**src/dscw_pkg.sv**
```systemverilog
// ----------------------------------------------------------------------------
// dscw_pkg
// Item types, drive state codes, control word masks and transition tables.
// ----------------------------------------------------------------------------
package dscw_pkg;

  localparam logic [3:0] ST_START      = 4'd0;
  localparam logic [3:0] ST_NOT_READY  = 4'd1;
  localparam logic [3:0] ST_SOD        = 4'd2;
  localparam logic [3:0] ST_READY      = 4'd3;
  localparam logic [3:0] ST_SWITCHED   = 4'd4;
  localparam logic [3:0] ST_OPEN       = 4'd5;
  localparam logic [3:0] ST_QSTOP      = 4'd6;
  localparam logic [3:0] ST_FAULT_REAC = 4'd7;
  localparam logic [3:0] ST_FAULT      = 4'd8;

  localparam logic [15:0] CW_SWITCH_ON   = 16'h0001;
  localparam logic [15:0] CW_EN_VOLTAGE  = 16'h0002;
  localparam logic [15:0] CW_QUICK_STOP  = 16'h0004;
  localparam logic [15:0] CW_EN_OP       = 16'h0008;
  localparam logic [15:0] CW_FAULT_RESET = 16'h0080;

  typedef struct packed {
    logic [15:0] control_word;
    logic [3:0]  from_state;
    logic [3:0]  target_state;
    logic        step_mode;
  } req_t;

  typedef struct packed {
    logic [15:0] new_control_word;
    logic [3:0]  hop_state;
    logic        ok;
  } rsp_t;

  typedef struct packed {
    logic       found;
    logic [3:0] state;
  } hop_t;

  typedef struct packed {
    logic        found;
    logic [15:0] set_mask;
    logic [15:0] clr_mask;
  } trans_t;

  function automatic hop_t hop_enable(input logic [3:0] from);
    hop_t h;
    h.found = 1'b1;
    unique case (from)
      ST_START:      h.state = ST_NOT_READY;
      ST_NOT_READY:  h.state = ST_SOD;
      ST_SOD:        h.state = ST_READY;
      ST_READY:      h.state = ST_SWITCHED;
      ST_SWITCHED:   h.state = ST_OPEN;
      ST_OPEN:       h.state = ST_OPEN;
      ST_QSTOP:      h.state = ST_OPEN;
      ST_FAULT_REAC: h.state = ST_FAULT;
      ST_FAULT:      h.state = ST_SOD;
      default: begin
        h.found = 1'b0;
        h.state = ST_START;
      end
    endcase
    return h;
  endfunction

  function automatic hop_t hop_disable(input logic [3:0] from);
    hop_t h;
    h.found = 1'b1;
    unique case (from)
      ST_START:      h.state = ST_NOT_READY;
      ST_NOT_READY:  h.state = ST_SOD;
      ST_SOD:        h.state = ST_SOD;
      ST_READY:      h.state = ST_SOD;
      ST_SWITCHED:   h.state = ST_READY;
      ST_OPEN:       h.state = ST_SWITCHED;
      ST_FAULT_REAC: h.state = ST_FAULT;
      ST_FAULT:      h.state = ST_SOD;
      default: begin
        h.found = 1'b0;
        h.state = ST_START;
      end
    endcase
    return h;
  endfunction

  function automatic trans_t trans_lookup(input logic [3:0] from, input logic [3:0] to);
    trans_t t;
    t.found    = 1'b1;
    t.set_mask = '0;
    t.clr_mask = '0;
    unique case ({from, to})
      {ST_READY, ST_SOD}, {ST_OPEN, ST_SOD}, {ST_SWITCHED, ST_SOD}, {ST_QSTOP, ST_SOD}: begin
        t.clr_mask = CW_FAULT_RESET | CW_EN_VOLTAGE;
      end
      {ST_START, ST_NOT_READY}, {ST_NOT_READY, ST_SOD}, {ST_FAULT_REAC, ST_FAULT}: begin
        t.found = 1'b1;
      end
      {ST_SOD, ST_READY}, {ST_SWITCHED, ST_READY}, {ST_OPEN, ST_READY}: begin
        t.set_mask = CW_QUICK_STOP | CW_EN_VOLTAGE;
        t.clr_mask = CW_FAULT_RESET | CW_SWITCH_ON;
      end
      {ST_READY, ST_SWITCHED}, {ST_OPEN, ST_SWITCHED}: begin
        t.set_mask = CW_QUICK_STOP | CW_EN_VOLTAGE | CW_SWITCH_ON;
        t.clr_mask = CW_FAULT_RESET | CW_EN_OP;
      end
      {ST_SWITCHED, ST_OPEN}, {ST_QSTOP, ST_OPEN}: begin
        t.set_mask = CW_QUICK_STOP | CW_EN_VOLTAGE | CW_SWITCH_ON | CW_EN_OP;
        t.clr_mask = CW_FAULT_RESET;
      end
      {ST_READY, ST_QSTOP}, {ST_SWITCHED, ST_QSTOP}, {ST_OPEN, ST_QSTOP}: begin
        t.set_mask = CW_EN_VOLTAGE;
        t.clr_mask = CW_FAULT_RESET | CW_QUICK_STOP;
      end
      {ST_FAULT, ST_SOD}: begin
        t.set_mask = CW_FAULT_RESET;
      end
      default: begin
        t.found = 1'b0;
      end
    endcase
    return t;
  endfunction

endpackage

```
**src/dscw_lookup.sv**
```systemverilog
// ----------------------------------------------------------------------------
// dscw_lookup
// Hop planning and transition table lookup for one registered request item.
// ----------------------------------------------------------------------------
module dscw_lookup
  import dscw_pkg::*;
(
  input  req_t cmd,
  output rsp_t res
);

  hop_t   hop_sel;
  trans_t tr;
  logic   planned;
  logic   same;
  logic [3:0] hop;

  always_comb begin
    same    = (cmd.from_state == cmd.target_state);
    planned = cmd.step_mode && !same &&
              (cmd.target_state == ST_OPEN || cmd.target_state == ST_SOD);
    hop_sel = (cmd.target_state == ST_OPEN) ? hop_enable(cmd.from_state)
                                            : hop_disable(cmd.from_state);
    hop     = (planned && hop_sel.found) ? hop_sel.state : cmd.target_state;
    tr      = trans_lookup(cmd.from_state, hop);

    res.hop_state        = hop;
    res.new_control_word = cmd.control_word;
    if (same) begin
      res.ok = 1'b1;
    end else if (planned && !hop_sel.found) begin
      res.ok = 1'b0;
    end else begin
      res.ok = tr.found;
      if (tr.found) begin
        res.new_control_word = (cmd.control_word & ~tr.clr_mask) | tr.set_mask;
      end
    end
  end

endmodule

```
**src/drive_state_controlword_step.sv**
```systemverilog
// ----------------------------------------------------------------------------
// drive_state_controlword_step
// Control word for one drive state transition, input and result registered.
// The input register takes the request, the result register then its result.
// Throughput: one item per cycle, set by the input and result register pair,
// while the result is not stalled. A waiting result blocks requests only once
// the input register also holds an item.
// Reset: synchronous, clears both valid flags; the data registers are not reset.
// ----------------------------------------------------------------------------
module drive_state_controlword_step
  import dscw_pkg::*;
(
  input  logic clk,
  input  logic rst,
  input  logic req_valid,
  output logic req_stall,
  input  req_t req,
  output logic rsp_valid,
  input  logic rsp_stall,
  output rsp_t rsp
);

  logic s1_valid;
  req_t s1;
  rsp_t res_next;
  logic s2_load;
  logic s1_load;

  assign s2_load   = s1_valid && (!rsp_valid || !rsp_stall);
  assign req_stall = s1_valid && !s2_load;
  assign s1_load   = req_valid && !req_stall;

  dscw_lookup u_lookup (
    .cmd (s1),
    .res (res_next)
  );

  always_ff @(posedge clk) begin
    if (rst) begin
      s1_valid <= 1'b0;
    end else if (s1_load) begin
      s1_valid <= 1'b1;
    end else if (s2_load) begin
      s1_valid <= 1'b0;
    end
  end

  always_ff @(posedge clk) begin
    if (s1_load) begin
      s1 <= req;
    end
  end

  always_ff @(posedge clk) begin
    if (rst) begin
      rsp_valid <= 1'b0;
    end else if (s2_load) begin
      rsp_valid <= 1'b1;
    end else if (!rsp_stall) begin
      rsp_valid <= 1'b0;
    end
  end

  always_ff @(posedge clk) begin
    if (s2_load) begin
      rsp <= res_next;
    end
  end

  a_stall_only_when_full: assert property (@(posedge clk) disable iff (rst)
    req_stall |-> s1_valid && rsp_valid && rsp_stall)
    else $error("request stalled with room in the pipeline");

  a_fail_keeps_word: assert property (@(posedge clk) disable iff (rst)
    s2_load |=> rsp.ok || rsp.new_control_word == $past(s1.control_word))
    else $error("failed transition changed the control word");

  a_same_state_ok: assert property (@(posedge clk) disable iff (rst)
    s2_load && s1.from_state == s1.target_state |=>
      rsp.ok && rsp.hop_state == $past(s1.target_state) &&
      rsp.new_control_word == $past(s1.control_word))
    else $error("equal states not passed through");

  a_no_plan_hop: assert property (@(posedge clk) disable iff (rst)
    s2_load && !s1.step_mode |=> rsp.hop_state == $past(s1.target_state))
    else $error("hop differs from target without step mode");

endmodule

```
**config.mk**
```make
export PLATFORM = sky130hd
export DESIGN_NAME = drive_state_controlword_step
export DESIGN_NICKNAME = d
export VERILOG_FILES = /design/src/dscw_pkg.sv /design/src/dscw_lookup.sv /design/src/drive_state_controlword_step.sv
export SDC_FILE = /design/constraint.sdc
export NUM_CORES = 1
export LEC_CHECK = 0
export BUFFER_PORTS_ARGS = -buffer_cell sky130_fd_sc_hd__buf_2
export CAP_MARGIN = 10
export CORE_MARGIN = 3
export CORE_UTILIZATION = 45
export CTS_BUF_LIST = sky130_fd_sc_hd__clkbuf_8
export DETAILED_ROUTE_END_ITERATION = 7
export PLACE_DENSITY = 0.71
export SLEW_MARGIN = 20
export SYNTH_ARGS = -nofsm -noshare
export SYNTH_HDL_FRONTEND = slang
export SYNTH_HIERARCHICAL = 1
export SYNTH_SLANG_ARGS = --single-unit
```
**constraint.sdc**
```tcl
create_clock -name clk -period 2.3 [get_ports clk]
set_input_delay 0.345 -clock clk [delete_from_list [all_inputs] [get_ports clk]]
set_output_delay 0.345 -clock clk [all_outputs]
set_load 0.03 [all_outputs]
```
== Word-level counts from Yosys, hierarchy flattened ==
Cells that the tools add are included.
Word-level totals
  register bits: 48
  bits in latches: 0
  memory bits (writable): 0
  memory bits (read-only): 0
  bits of input ports: 29
  output and inout bits: 23
  logic and storage cells: 87
  memories: 0
Cells by class
  $add $sub $neg: 0
  $mul: 0
  divide/modulo/power cells: 0
  order comparisons: 0
  eq/ne operators: 30
  shift operators: 0
  multiplexer cells: 17
  bitwise gates (word level): 3
  reductions and logical operators: 28
Operators with widths (number)
  == test 8 x 7 -> 1 bit, second input constant: 11
  one-hot mux 8 bit (5 select lines): 2
  two-way mux 16 bit: 3
  == test 8 x 6 -> 1 bit, second input constant: 4
  one-hot mux 4 bit (6 select lines): 1
  == test 4 x 3 -> 1 bit, second input constant: 5
  one-hot mux 4 bit (5 select lines): 1
  OR reduction 18 bit: 1
  AND 16 bit: 1
  NOT 8 -> 16 bit: 1
  OR 16 x 8 -> 16 bit: 1
  == test 4 x 2 -> 1 bit, second input constant: 3
  OR reduction 3 bit: 3
  OR reduction 9 bit: 1
  == test 8 x 1 -> 1 bit, second input constant: 1
  == test 8 x 5 -> 1 bit, second input constant: 1
  == test 8 bit, second input constant: 1
  two-way mux 1 bit: 8
  OR reduction 4 bit: 2
  OR reduction 8 bit: 1
  logical AND 1 bit: 7
  logical NOT 1 bit: 6
  OR reduction 2 bit: 3
  two-way mux 5 bit: 1
  other kinds (8): 9

== Logic depth before layout (Yosys ltp) ==
Gate-level depths: netlist of run 1.
  word-level depth: 15
  depth in mapped cells: 8
  mapped depth without buffers: 7

== By module ==
Netlist of run 1, hierarchy kept.
Modules (own cells, without submodules)
  drive_state_controlword_step: instances 1, cells each 56, area each 1467.7 um^2, sequential area each 1421.4 um^2
  dscw_lookup: instances 1, cells each 120, area each 790.8 um^2, sequential area each 0.0 um^2

== Worst setup path after synthesis of run 1 ==
OpenSTA, ideal clock, no wires.
  kind: register to register
  start: register rsp_valid
  end: register rsp[0] (netlist bit) (enable)
  setup time: 0.431 ns
  arrival time: 2.036 ns
  required time: 1.869 ns
  path slack: -0.168 ns
  stages on the path, launching flop included: 2
  buffers on the path: 0
  clock period less this slack: 2.468 ns
  cells stage by stage: dfxtp_1 a21boi_0
Between the ends
  word-level cells in the longest chain between the ends: 3
Ends and longest elaborated chain
  from (decl): RTL line drive_state_controlword_step.sv:18  | output logic rsp_valid,
  from (signal assigned): RTL line drive_state_controlword_step.sv:56  | rsp_valid <= 1'b0;
  from (signal assigned): RTL line drive_state_controlword_step.sv:58  | rsp_valid <= 1'b1;
  from (signal assigned): RTL line drive_state_controlword_step.sv:60  | rsp_valid <= 1'b0;
  logical NOT 1 bit: RTL line drive_state_controlword_step.sv:29  | assign s2_load = s1_valid && (!rsp_valid || !rsp_stall);
  logical OR 1 bit: RTL line drive_state_controlword_step.sv:29
  logical AND 1 bit: RTL line drive_state_controlword_step.sv:29
  via s2_load: RTL line drive_state_controlword_step.sv:26  | logic s2_load;
  to (signal assigned): RTL line drive_state_controlword_step.sv:66  | rsp <= res_next;
  to (decl): RTL line drive_state_controlword_step.sv:20  | output rsp_t rsp
The timed path passes the listed nets, and every way through them passes these cells.
A chain may end at the register's enable or synchronous reset.

==> summary.txt, run 1 <==
Floorplanning
  • Die W: 76.8 µm
  • Die H: 76.8 µm
  • Row count: 25
  • I/O pin total: 52
  • Core Box Area: 0.00479 mm²
  • Initial Util: 0.472
  • Die ar.: 0.00590 mm²

Timing
  • Setup TNS: -0.141 ns
  • RSZ-0062 raised after global routing: yes
  • Final Cycle Share: 1.03
  • Final setup viols: 2
  • Slew Limit Fails: 0
  • Slew margin rel.: 0.735
  • Fin. Hold Viols: 0
  • Fmax: 421 MHz
  • Layout Skew: 0.00407 ns
  • Tmin final: 2.37 ns
  • Least-Margin Pin Slew: 0.397 ns
  • Final worst slack: -0.0730 ns

Global routing
  • Antenna violations before repair: 0
  • Total GRT Usage: 0.154
  • Largest net degree at the start of global routing: 22
  • First-pass GRT wire length: 7090 µm
  • Vias in the first global route: 1493
  • Gr ovfl total: 0

Placed design
  • DP Worst Slack: -0.0328 ns
  • GPL Wtd Cong: 0.849
  • Port buffer count: 51
  • Placed cell count: 300
  • Final HPWL DP: 3060 µm

Pwr
  • Leakage power: 1.18 nW
  • Power Total: 1.80 mW
  • Worst VDD drop: 433 µV
  • Power Density: 599 mW/mm²

Clock network
  • Clock Sinks: 48
  • Clock-pin slew on the worst setup and hold paths: 0.09 ns
  • TritonCTS clock tree: yes
  • Worst-case clock buffer depth: 2
  • CTS Hold Bufs: 0
  • H-tree depth: 2
  • CTS buffer count: 5
  • Worst-Skew Late Latency: 0.30 ns
  • Clock root buffer master: clkbuf_8

Synthesis
  • Synth Instances: 176
  • Library cells used by synthesis: 51
  • Syn_nets: 205
  • Area leader, netlist: edfxtp_1
  • Synth async-reset ratio: 0
  • Top-area cell type share of the netlist area: 0.612
  • EDFF count, synth: 46
  • Count leader, synth: edfxtp_1
  • Mapped Area: 0.00226 mm²
  • Synth top cells by count: edfxtp_1 (46), nand2_1 (13), buf_4 (11)
  • Syn avg cell area: 12.8 µm²
  • Yosys reg bits: 48
  • Sequential element share of the synthesized area: 0.629
  • Syn. warnings: 6
  • Synth Flop Type: edfxtp_1
  • Dominant cells by area after synthesis: edfxtp_1 (61%), buf_4 (3.7%), nand2_1 (2.2%), o21ai_0 (2.0%), xor2_1 (1.9%)

Drt
  • First DRT Iteration DRCs: 173
  • Vias: 1632
  • DR pass1 iterations: 4
  • DRC Markers: 0
  • Final ANT Viol Nets: 0
  • Detailed Route WL: 4520 µm
  • Vias per cell: 5.10
  • Drt wl/cell: 14.1 µm

Flow run
  • MaxCap Viol Count: 0

Finish
  • Storage element area: 0.00142 mm²
  • Area Growth Syn to Fin: 33.0%
  • Ant diodes: 0
  • Non-Filler Instances: 320
  • Multi-input logic area: 805 µm²
  • Layout cells sized above 1: 0.490
  • NumNets Final: 281
  • Fillers: 371

Run status
  • Failing checks: negative setup slack
  • Outcome: finished, violations left

Setup path
  • Crit path required time: 2.36 ns
  • Worst setup path category: flip-flop to flip-flop
  • Flop2flop setup slack: -0.07 ns
  • R2R Path Start: s1[2]
  • Crit-path max FO: 4
  • FF-to-FF path depth: 8
  • Crit start category: flip-flop
  • Crit. End Element: flip-flop
  • CP Data Arrival Time: 2.43 ns
  • FF-to-FF End: rsp[12]

Min path
  • Hold/Removal Path Class: primary input to flip-flop
  • Worst hold endpoint: s1[4]
  • Hold path startpoint: req[4]
  • Hold Path Stages: 1
==> cell type report <==
type / count / area share
Tap cell: 67 / 0.0279
Clock buffer: 5 / 0.0229
Sequential cell: 48 / 0.473
Timing Repair Buffer: 91 / 0.195
Multi-Input combinational cell: 100 / 0.268
Inverter: 6 / 0.00750
Clock inverter: 3 / 0.00583
==> per-layer routing <==
| metal | vias to the layer above | GRT usage | wire length (µm) | share of wire |
|---|---|---|---|---|
| met5 | - | 0 | 0 | 0 |
| met4 | 0 | 0.0688 | 105 | 0.023 |
| met3 | 13 | 0.0423 | 313 | 0.069 |
| met2 | 57 | 0.238 | 2270 | 0.50 |
| met1 | 759 | 0.202 | 1830 | 0.40 |
| li1 | 803 | - | - | - |
==> registers in the layout, summed over array words and instances, names as in the netlist <==
| register | cells |
|---|---|
| s1 | 25 |
| s1_valid | 1 |
| rsp_valid | 1 |
| rsp | 21 |
==> placed cells by master, fill, tap and decap left out, drive strengths merged, types with 2 or more instances in the layout <==
| cell type | n |
|---|---|
| buf | 91 |
| edfxtp | 46 |
| nand2 | 13 |
| a21oi | 9 |
| nor2 | 9 |
| o21ai | 9 |
| inv | 7 |
| nor2b | 6 |
| clkbuf | 5 |
| xor2 | 5 |
| mux2i | 4 |
| nand3 | 4 |
| nor3 | 4 |
| nor4 | 4 |
| dfxtp | 2 |
| o22ai | 2 |
| a21o | 2 |
| a31oi | 2 |
| clkinv | 2 |
| o31ai | 2 |
| or3 | 2 |
==> metrics by stage <==
| stage | instance area, µm² | utilization | hold slack (ns) |
|---|---|---|---|
| 5_1_grt | 3000 | 0.627 | 0.195 |
| 2_1_floorplan | 2300 | - | 0.407 |
| 3_5_place_dp | 2730 | 0.570 | 0.405 |
| 4_1_cts | 2920 | 0.610 | 0.201 |
| 3_3_place_gp | 2730 | 0.570 | 0.400 |
| 6_report | 3000 | 0.627 | 0.215 |
==> worst max-delay path, cell delays in order (launching register included) <==
cell and delay (ns):
edfxtp_1 0.44, buf_6 0.16, xor2_2 0.18, nor4_4 0.32
buf_4 0.22, nor3_4 0.07, mux2i_2 0.17, or3_4 0.39
a31o_1 0.19
==> timing repair <==
item,4_1_cts,5_1_grt
pin swaps,2,6
gates resized for setup,5,13
buffers inserted,8,4
endpoints found under the hold margin,0,0
endpoints found under the setup margin,4,6
==> how the worst max path moves through the flow <==
stage	from	slack (ns)	to	cells after the start
after floorplan	s1[4]	0.007	rsp[12]	8
final	s1[2]	-0.07	rsp[12]	8
after detailed placement	s1[2]	-0.03	rsp[0]	9
after global routing	s1[2]	-0.16	rsp[6]	9
after global placement	s1[2]	0.02	rsp[12]	7
after CTS	s1[4]	-0.0008	rsp[12]	8
==> report_power, final <==
part           leakage, nW  switching (mW)  internal, mW
clock               0.0460           0.277         0.213
sequential           0.457          0.0195          1.01
combinational        0.676           0.158         0.120
total                 1.18           0.454          1.34
==> cells by family (layout without fill, tap and decap cells) <==
logic type,after synthesis,count (layout),synth area share
multiplexers,5,5,0.0227
buffers and inverters,28,105,0.0709
AO/OA/AOI/OAI,37,37,0.112
AND/OR/NAND/NOR,52,52,0.142
flip-flops,48,48,0.629
XOR/XNOR,6,6,0.0233
Power figures use the tool's default switching activity.
==> inputs of run 2 (changes only) <==
--- a/config.mk
+++ b/config.mk
@@ -5,13 +5,13 @@
 export SDC_FILE = /design/constraint.sdc
 export NUM_CORES = 1
 export LEC_CHECK = 0
-export BUFFER_PORTS_ARGS = -buffer_cell sky130_fd_sc_hd__buf_2
 export CAP_MARGIN = 10
+export CORE_ASPECT_RATIO = 0.6
 export CORE_MARGIN = 3
 export CORE_UTILIZATION = 45
 export CTS_BUF_LIST = sky130_fd_sc_hd__clkbuf_8
 export DETAILED_ROUTE_END_ITERATION = 7
-export PLACE_DENSITY = 0.71
+export DONT_BUFFER_PORTS = 1
 export SLEW_MARGIN = 20
 export SYNTH_ARGS = -nofsm -noshare
 export SYNTH_HDL_FRONTEND = slang
==> run 2 against run 1 <==
The run still ends with negative setup slack left. Clock-buffer cell count is the same. Clock skew is 0.0034 ns higher. Setup slack about the same. Sequential power grew 4%.
==> summary.txt, run 2 (same netlist as run 1, synthesis figures left out) <==
Run status
  • Outcome: finished, violations left
  • Failing checks: negative setup slack

Global routing
  • First-pass GRT wire length: 7150 µm (+0.87%)
  • Total GRT Usage: 0.158 (+0.00383)
  • Vias in the first global route: 1410 (-5.6%)
  • Largest net degree at the start of global routing: 26 (+18%)
  • Antenna violations before repair: 0 (unchanged)
  • Gr ovfl total: 0 (unchanged)

Setup path
  • Worst setup path category: flip-flop to flip-flop
  • Crit path required time: 2.35 ns (about the same)
  • Crit-path max FO: 4 (unchanged)
  • Crit start category: flip-flop
  • FF-to-FF path depth: 7 (-1)
  • Crit. End Element: flip-flop
  • CP Data Arrival Time: 2.42 ns (about the same)

Drt
  • First DRT Iteration DRCs: 98 (-43%)
  • Detailed Route WL: 4540 µm (+0.44%)
  • Vias per cell: 5.32 (+4.4%)
  • DRC Markers: 0 (unchanged)
  • Final ANT Viol Nets: 0 (unchanged)
  • Drt wl/cell: 16.7 µm (+19%)
  • Vias: 1443 (-12%)
  • DR pass1 iterations: 4 (unchanged)

Clock network
  • CTS Hold Bufs: 0 (unchanged)
  • Clock Sinks: 48 (unchanged)
  • Clock-pin slew on the worst setup and hold paths: 0.09 ns (about the same)
  • Worst-Skew Late Latency: 0.29 ns (about the same)
  • CTS buffer count: 5 (unchanged)
  • Worst-case clock buffer depth: 2 (unchanged)
  • H-tree depth: 2 (unchanged)
  • TritonCTS clock tree: yes
  • Clock root buffer master: clkbuf_8

Finish
  • Final Core Density: 0.596 (-0.0312)
  • Layout cells sized above 1: 0.389 (-0.101)
  • Largest register FFs: 25 (unchanged)
  • Largest registers: s1: 25 flops, rsp: 21 flops
  • Finished layout cell area: 0.00281 mm² (-6.5%)
  • Area Growth Syn to Fin: 24.3%
  • Top reg by flops: s1
  • Commonest non-fill, non-tap cell in the layout: edfxtp_1
  • NumNets Final: 236 (-16%)
  • Most frequent cells in the layout: edfxtp_1 (46), buf_4 (44), nand2_1 (13)
  • Ant diodes: 0 (unchanged)
  • Fillers: 388 (+4.6%)

Floorplanning
  • I/O pin total: 52 (unchanged)
  • Die ar.: 0.00593 mm² (+0.48%)
  • Die W: 97.5 µm (+27%)
  • Initial Util: 0.480 (+0.00790)
  • Core Box Area: 0.00471 mm² (-1.6%)
  • Row count: 19 (-24%)
  • Die H: 60.9 µm (-21%)

Timing
  • Slew Limit Fails: 0 (unchanged)
  • RSZ-0062 raised after global routing: yes
  • Fin. Hold Viols: 0 (unchanged)
  • Layout Skew: 0.00744 ns (+0.00338 ns)
  • Final worst slack: -0.0734 ns (-0.000425 ns)
  • Slew margin rel.: 0.542 (-0.193)
  • Least-Margin Pin Slew: 0.686 ns (+0.289 ns)
  • Final setup viols: 3 (+1)
  • Final Cycle Share: 1.03 (about the same)
  • Fmax: 421 MHz (about the same)
  • Tmin final: 2.37 ns (+0.000425 ns)

Pwr
  • Leakage power: 1.01 nW (-14%)
  • Power Density: 628 mW/mm² (+4.9%)
  • Worst VDD drop: 400 µV (-7.6%)

Placed design
  • Port buffer count: 0 (-100%)
  • GPL Wtd Cong: 0.847 (-0.27%)
  • Final HPWL DP: 3390 µm (+11%)
  • Area post-placement: 0.00253 mm² (-7.3%)

Min path
  • Hold/Removal Path Class: primary input to flip-flop
  • Hold Path Stages: 1 (unchanged)

Flow run
  • MaxCap Viol Count: 0 (unchanged)
## run 2: cell count changes in the layout (fill, tap and decap cells not counted), moves of 2 or more
cell	previous run	this run
nor4_2	2	0
buf_2	51	0
buf_12	2	0
buf_4	37	44
nor4_1	1	3
## run 2: layout make-up
class / count / area [µm²] / area share
flip-flops and latches: 48 / 1420 / 0.506
multi-input cells: 100 / 843 / 0.300
repair buffers: 46 / 353 / 0.126
well taps: 63 / 78.8 / 0.0281
clock buffers: 5 / 68.8 / 0.0245
inverters: 6 / 22.5 / 0.00802
clock inverters: 3 / 18.8 / 0.00669
## run 2: report_power, final
part | total, mW | internal [mW] | switching, mW
Clock | 0.482 | 0.212 | 0.270
Combinational | 0.211 | 0.0948 | 0.117
Sequential | 1.07 | 1.01 | 0.0557
## run 2: path summary, 6_finish.rpt
check | from | slack [ns] | endpoint
setup / recovery | s1[4] | -0.07 | rsp[12]
hold / removal | rst | 0.1 | s1_valid
setup reg to reg | s1[4] | -0.07 | rsp[12]
hold reg to reg | s1[19] | 0.43 | rsp[15]
## run 2: per-layer routing
metal  global-route usage  vias up  part of all wire
li1                     -      703                 -
met1                0.212      697              0.48
met2                0.243       39              0.45
met3               0.0586        4             0.056
met4               0.0473        0            0.0075
met5                    0        -                 0
## run 2: stage by stage
step | hold WS [ns] | setup slack [ns] | TNS, ns | power (mW) | instances
after CTS | 0.0923 | -0.0670 | -0.104 | 1.75 | 265
after detailed placement | 0.405 | -0.0654 | -0.146 | 1.27 | 255
after global routing | 0.0791 | -0.175 | -0.620 | 1.84 | 271
after floorplan | 0.407 | 0.00726 | 0 | 1.21 | 176
final | 0.0969 | -0.0734 | -0.162 | 1.76 | 271
after global placement | 0.400 | -0.0469 | -0.0620 | 1.26 | 255
## run 2: critical path: stages (launching register included)
cell	delay, ns
edfxtp_1	0.43
and4bb_4	0.40
mux2_4	0.32
a2111oi_4	0.33
o221ai_2	0.16
a31oi_2	0.20
nor2b_2	0.08
a31o_1	0.20
## run 2: what timing repair did
| action | CTS | global route |
|---|---|---|
| pin swaps | 8 | 8 |
| buffers inserted | 2 | 8 |
| gates resized for setup | 5 | 19 |
| setup endpoints to repair | 3 | 6 |
==> inputs of run 3 (changes only) <==
==> constraint.sdc (replaced) <==
create_clock -name clk -period 2.3 [get_ports clk]
set_input_delay 0.345 -clock clk [delete_from_list [all_inputs] [get_ports clk]]
set_output_delay 0.345 -clock clk [all_outputs]
set_load 0.02 [all_outputs]
==> run 3 against run 2 <==
The run still ends with negative setup slack left. Maximum frequency is 0.94% higher. Routed wire length is 1.4% lower. Sequential cell count stayed put. Critical path depth stayed put. Sequential power hardly changed. Cell area is 4.0% lower. Core utilization is 2.4 points lower. Register-to-register slack better by 0.02 ns. Clock skew is 0.0024 ns lower. Global-route usage is 0.62 points lower. Die area stayed put. Clock-buffer cell count stayed put.
==> summary.txt, run 3 (same netlist as run 1, synthesis figures left out) <==
Finish
  • Top reg by flops: s1
  • Final Core Density: 0.572 (-0.0239)
  • Largest registers: s1: 25 flops, rsp: 21 flops
  • NumNets Final: 227 (-3.8%)
  • Non-Filler Instances: 262 (-3.3%)
  • Layout cells sized above 1: 0.332 (-0.0578)
  • Fillers: 400 (+3.1%)
  • Largest register FFs: 25 (unchanged)
  • Commonest non-fill, non-tap cell in the layout: edfxtp_1
  • Most frequent cells in the layout: edfxtp_1 (46), buf_4 (37), nand2_1 (13)
  • Area Growth Syn to Fin: 19.3%
  • Finished layout cell area: 0.00269 mm² (-4.0%)
  • Ant diodes: 0 (unchanged)

Timing
  • Least-Margin Pin Slew: 0.688 ns (+0.00203 ns)
  • Slew margin rel.: 0.540 (-0.00136)
  • Fin. Hold Viols: 0 (unchanged)
  • Layout Skew: 0.00508 ns (-0.00236 ns)
  • Slew Limit Fails: 0 (unchanged)
  • Final Cycle Share: 1.02 (-0.00965)
  • Fmax: 425 MHz (+0.94%)
  • RSZ-0062 raised after global routing: yes
  • Min Hold Slack: 0.0968 ns (-0.0000851 ns)
  • Final setup viols: 2 (-1)
  • Setup TNS: -0.0544 ns (+0.107 ns)
  • Final worst slack: -0.0512 ns (+0.0222 ns)
  • Tmin final: 2.35 ns (-0.0222 ns)

Floorplanning
  • Die ar.: 0.00593 mm² (unchanged)
  • Die H: 60.9 µm (unchanged)
  • Initial Util: 0.480 (unchanged)
  • Row count: 19 (unchanged)
  • I/O pin total: 52 (unchanged)
  • Core Box Area: 0.00471 mm² (unchanged)
  • Die W: 97.5 µm (unchanged)

Setup path
  • CP Cell Sequence: and4bb_4, mux2_4, a2111oi_4, o221ai_2, a31oi_1, nor2b_2, a31o_1
  • Crit start category: flip-flop
  • Worst setup path category: flip-flop to flip-flop
  • Crit path required time: 2.35 ns (about the same)
  • Slowest stage cell on the critical path: edfxtp_1
  • CP Data Arrival Time: 2.41 ns (about the same)
  • FF-to-FF path depth: 7 (unchanged)
  • Largest stage delay, worst path: 0.45 ns (+0.02 ns)
  • Crit. End Element: flip-flop
  • FF-to-FF End: rsp[12]
  • Flop2flop setup slack: -0.05 ns (+0.02 ns)
  • Crit-path max FO: 4 (unchanged)
  • R2R Path Start: s1[4]

Clock network
  • Worst-case clock buffer depth: 2 (unchanged)
  • Worst-Skew Late Latency: 0.29 ns (about the same)
  • Clock-pin slew on the worst setup and hold paths: 0.09 ns (about the same)
  • Clock Sinks: 48 (unchanged)
  • H-tree depth: 2 (unchanged)
  • CTS buffer count: 5 (unchanged)
  • Clock root buffer master: clkbuf_8
  • TritonCTS clock tree: yes

Drt
  • Vias per cell: 5.45 (+2.4%)
  • DR pass1 iterations: 4 (unchanged)
  • First DRT Iteration DRCs: 85 (-13%)
  • Drt wl/cell: 17.1 µm (+2.0%)
  • Vias: 1428 (-1.0%)
  • Detailed Route WL: 4480 µm (-1.4%)
  • DRC Markers: 0 (unchanged)
  • Final ANT Viol Nets: 0 (unchanged)

Min path
  • Hold path startpoint: rst
  • Hold/Removal Path Class: primary input to flip-flop
  • Hold Path Stages: 1 (unchanged)
  • Worst hold endpoint: s1_valid

Global routing
  • First-pass GRT wire length: 6840 µm (-4.4%)
  • Largest net degree at the start of global routing: 26 (unchanged)
  • Antenna violations before repair: 0 (unchanged)
  • Gr ovfl total: 0 (unchanged)
  • Total GRT Usage: 0.152 (-0.00620)
  • Vias in the first global route: 1344 (-4.7%)

Pwr
  • Power Total: 1.84 mW (+4.6%)
  • Power Density: 685 mW/mm² (+9.0%)
  • Leakage power: 0.953 nW (-5.8%)
  • Worst VDD drop: 480 µV (+20%)

Placed design
  • Area post-placement: 0.00251 mm² (-0.59%)
  • Port buffer count: 0 (unchanged)
  • GPL Wtd Cong: 0.842 (-0.61%)
  • DP Worst Slack: -0.0861 ns (-0.0207 ns)
  • Placed cell count: 253 (-0.78%)
  • Final HPWL DP: 3360 µm (-0.81%)

Run status
  • Outcome: finished, violations left
  • Failing checks: negative setup slack

Flow run
  • MaxCap Viol Count: 0 (unchanged)
==> run 3: cell count changes in the layout (fill, tap and decap cells not counted), moves of 2 or more <==
cell / before / now
clkinv_2: 2 / 0
xor2_1: 2 / 5
o21ai_0: 4 / 6
xor2_2: 2 / 0
buf_6: 2 / 0
buf_4: 44 / 37
==> run 3: critical path, delay by kind of cell, from the launching register on <==
kind	cells	cell delay (ns)
AO/OA/AOI/OAI	4	0.86
AND/OR/NAND/NOR	2	0.49
flip-flops	1	0.45
multiplexers	1	0.32
==> run 3: layout make-up <==
class,instances,area [µm²],share of cell area
Sequential cell,48,1420,0.528
Timing Repair Buffer,37,278,0.103
Clock buffer,5,68.8,0.0255
Multi-Input combinational cell,100,778,0.289
Inverter,6,22.5,0.00836
Tap cell,63,78.8,0.0293
Clock inverter,3,46.3,0.0172
==> run 3: worst max-delay path by stage <==
stage | slack (ns) | from | end | cells after the start
3_5_place_dp | -0.09 | s1[2] | rsp[0] | 8
6_report | -0.05 | s1[4] | rsp[12] | 7
5_1_grt | -0.16 | s1[2] | rsp[0] | 8
4_1_cts | -0.04 | s1[4] | rsp[12] | 7
2_1_floorplan | 0.007 | s1[4] | rsp[12] | 8
3_3_place_gp | -0.04 | s1[1] | rsp[12] | 7
==> run 3: routing by layer <==
layer | vias to the layer above | global-route usage | part of all wire
met4 | 0 | 0.0355 | 0.0040
met5 | - | 0 | 0
met2 | 55 | 0.231 | 0.43
met1 | 682 | 0.211 | 0.50
met3 | 2 | 0.0540 | 0.062
li1 | 689 | - | -
==> run 3: what timing repair did <==
item	CTS	global route
pin swaps	2	1
gates resized for setup	2	8
hold buffers	0	0
setup buffers	0	1
setup endpoints to repair	3	6
==> run 3: power breakdown <==
part,total (mW),switching (mW),internal (mW)
Sequential,1.06,0.0434,1.01
Combinational,0.184,0.105,0.0797
Clock,0.603,0.275,0.327
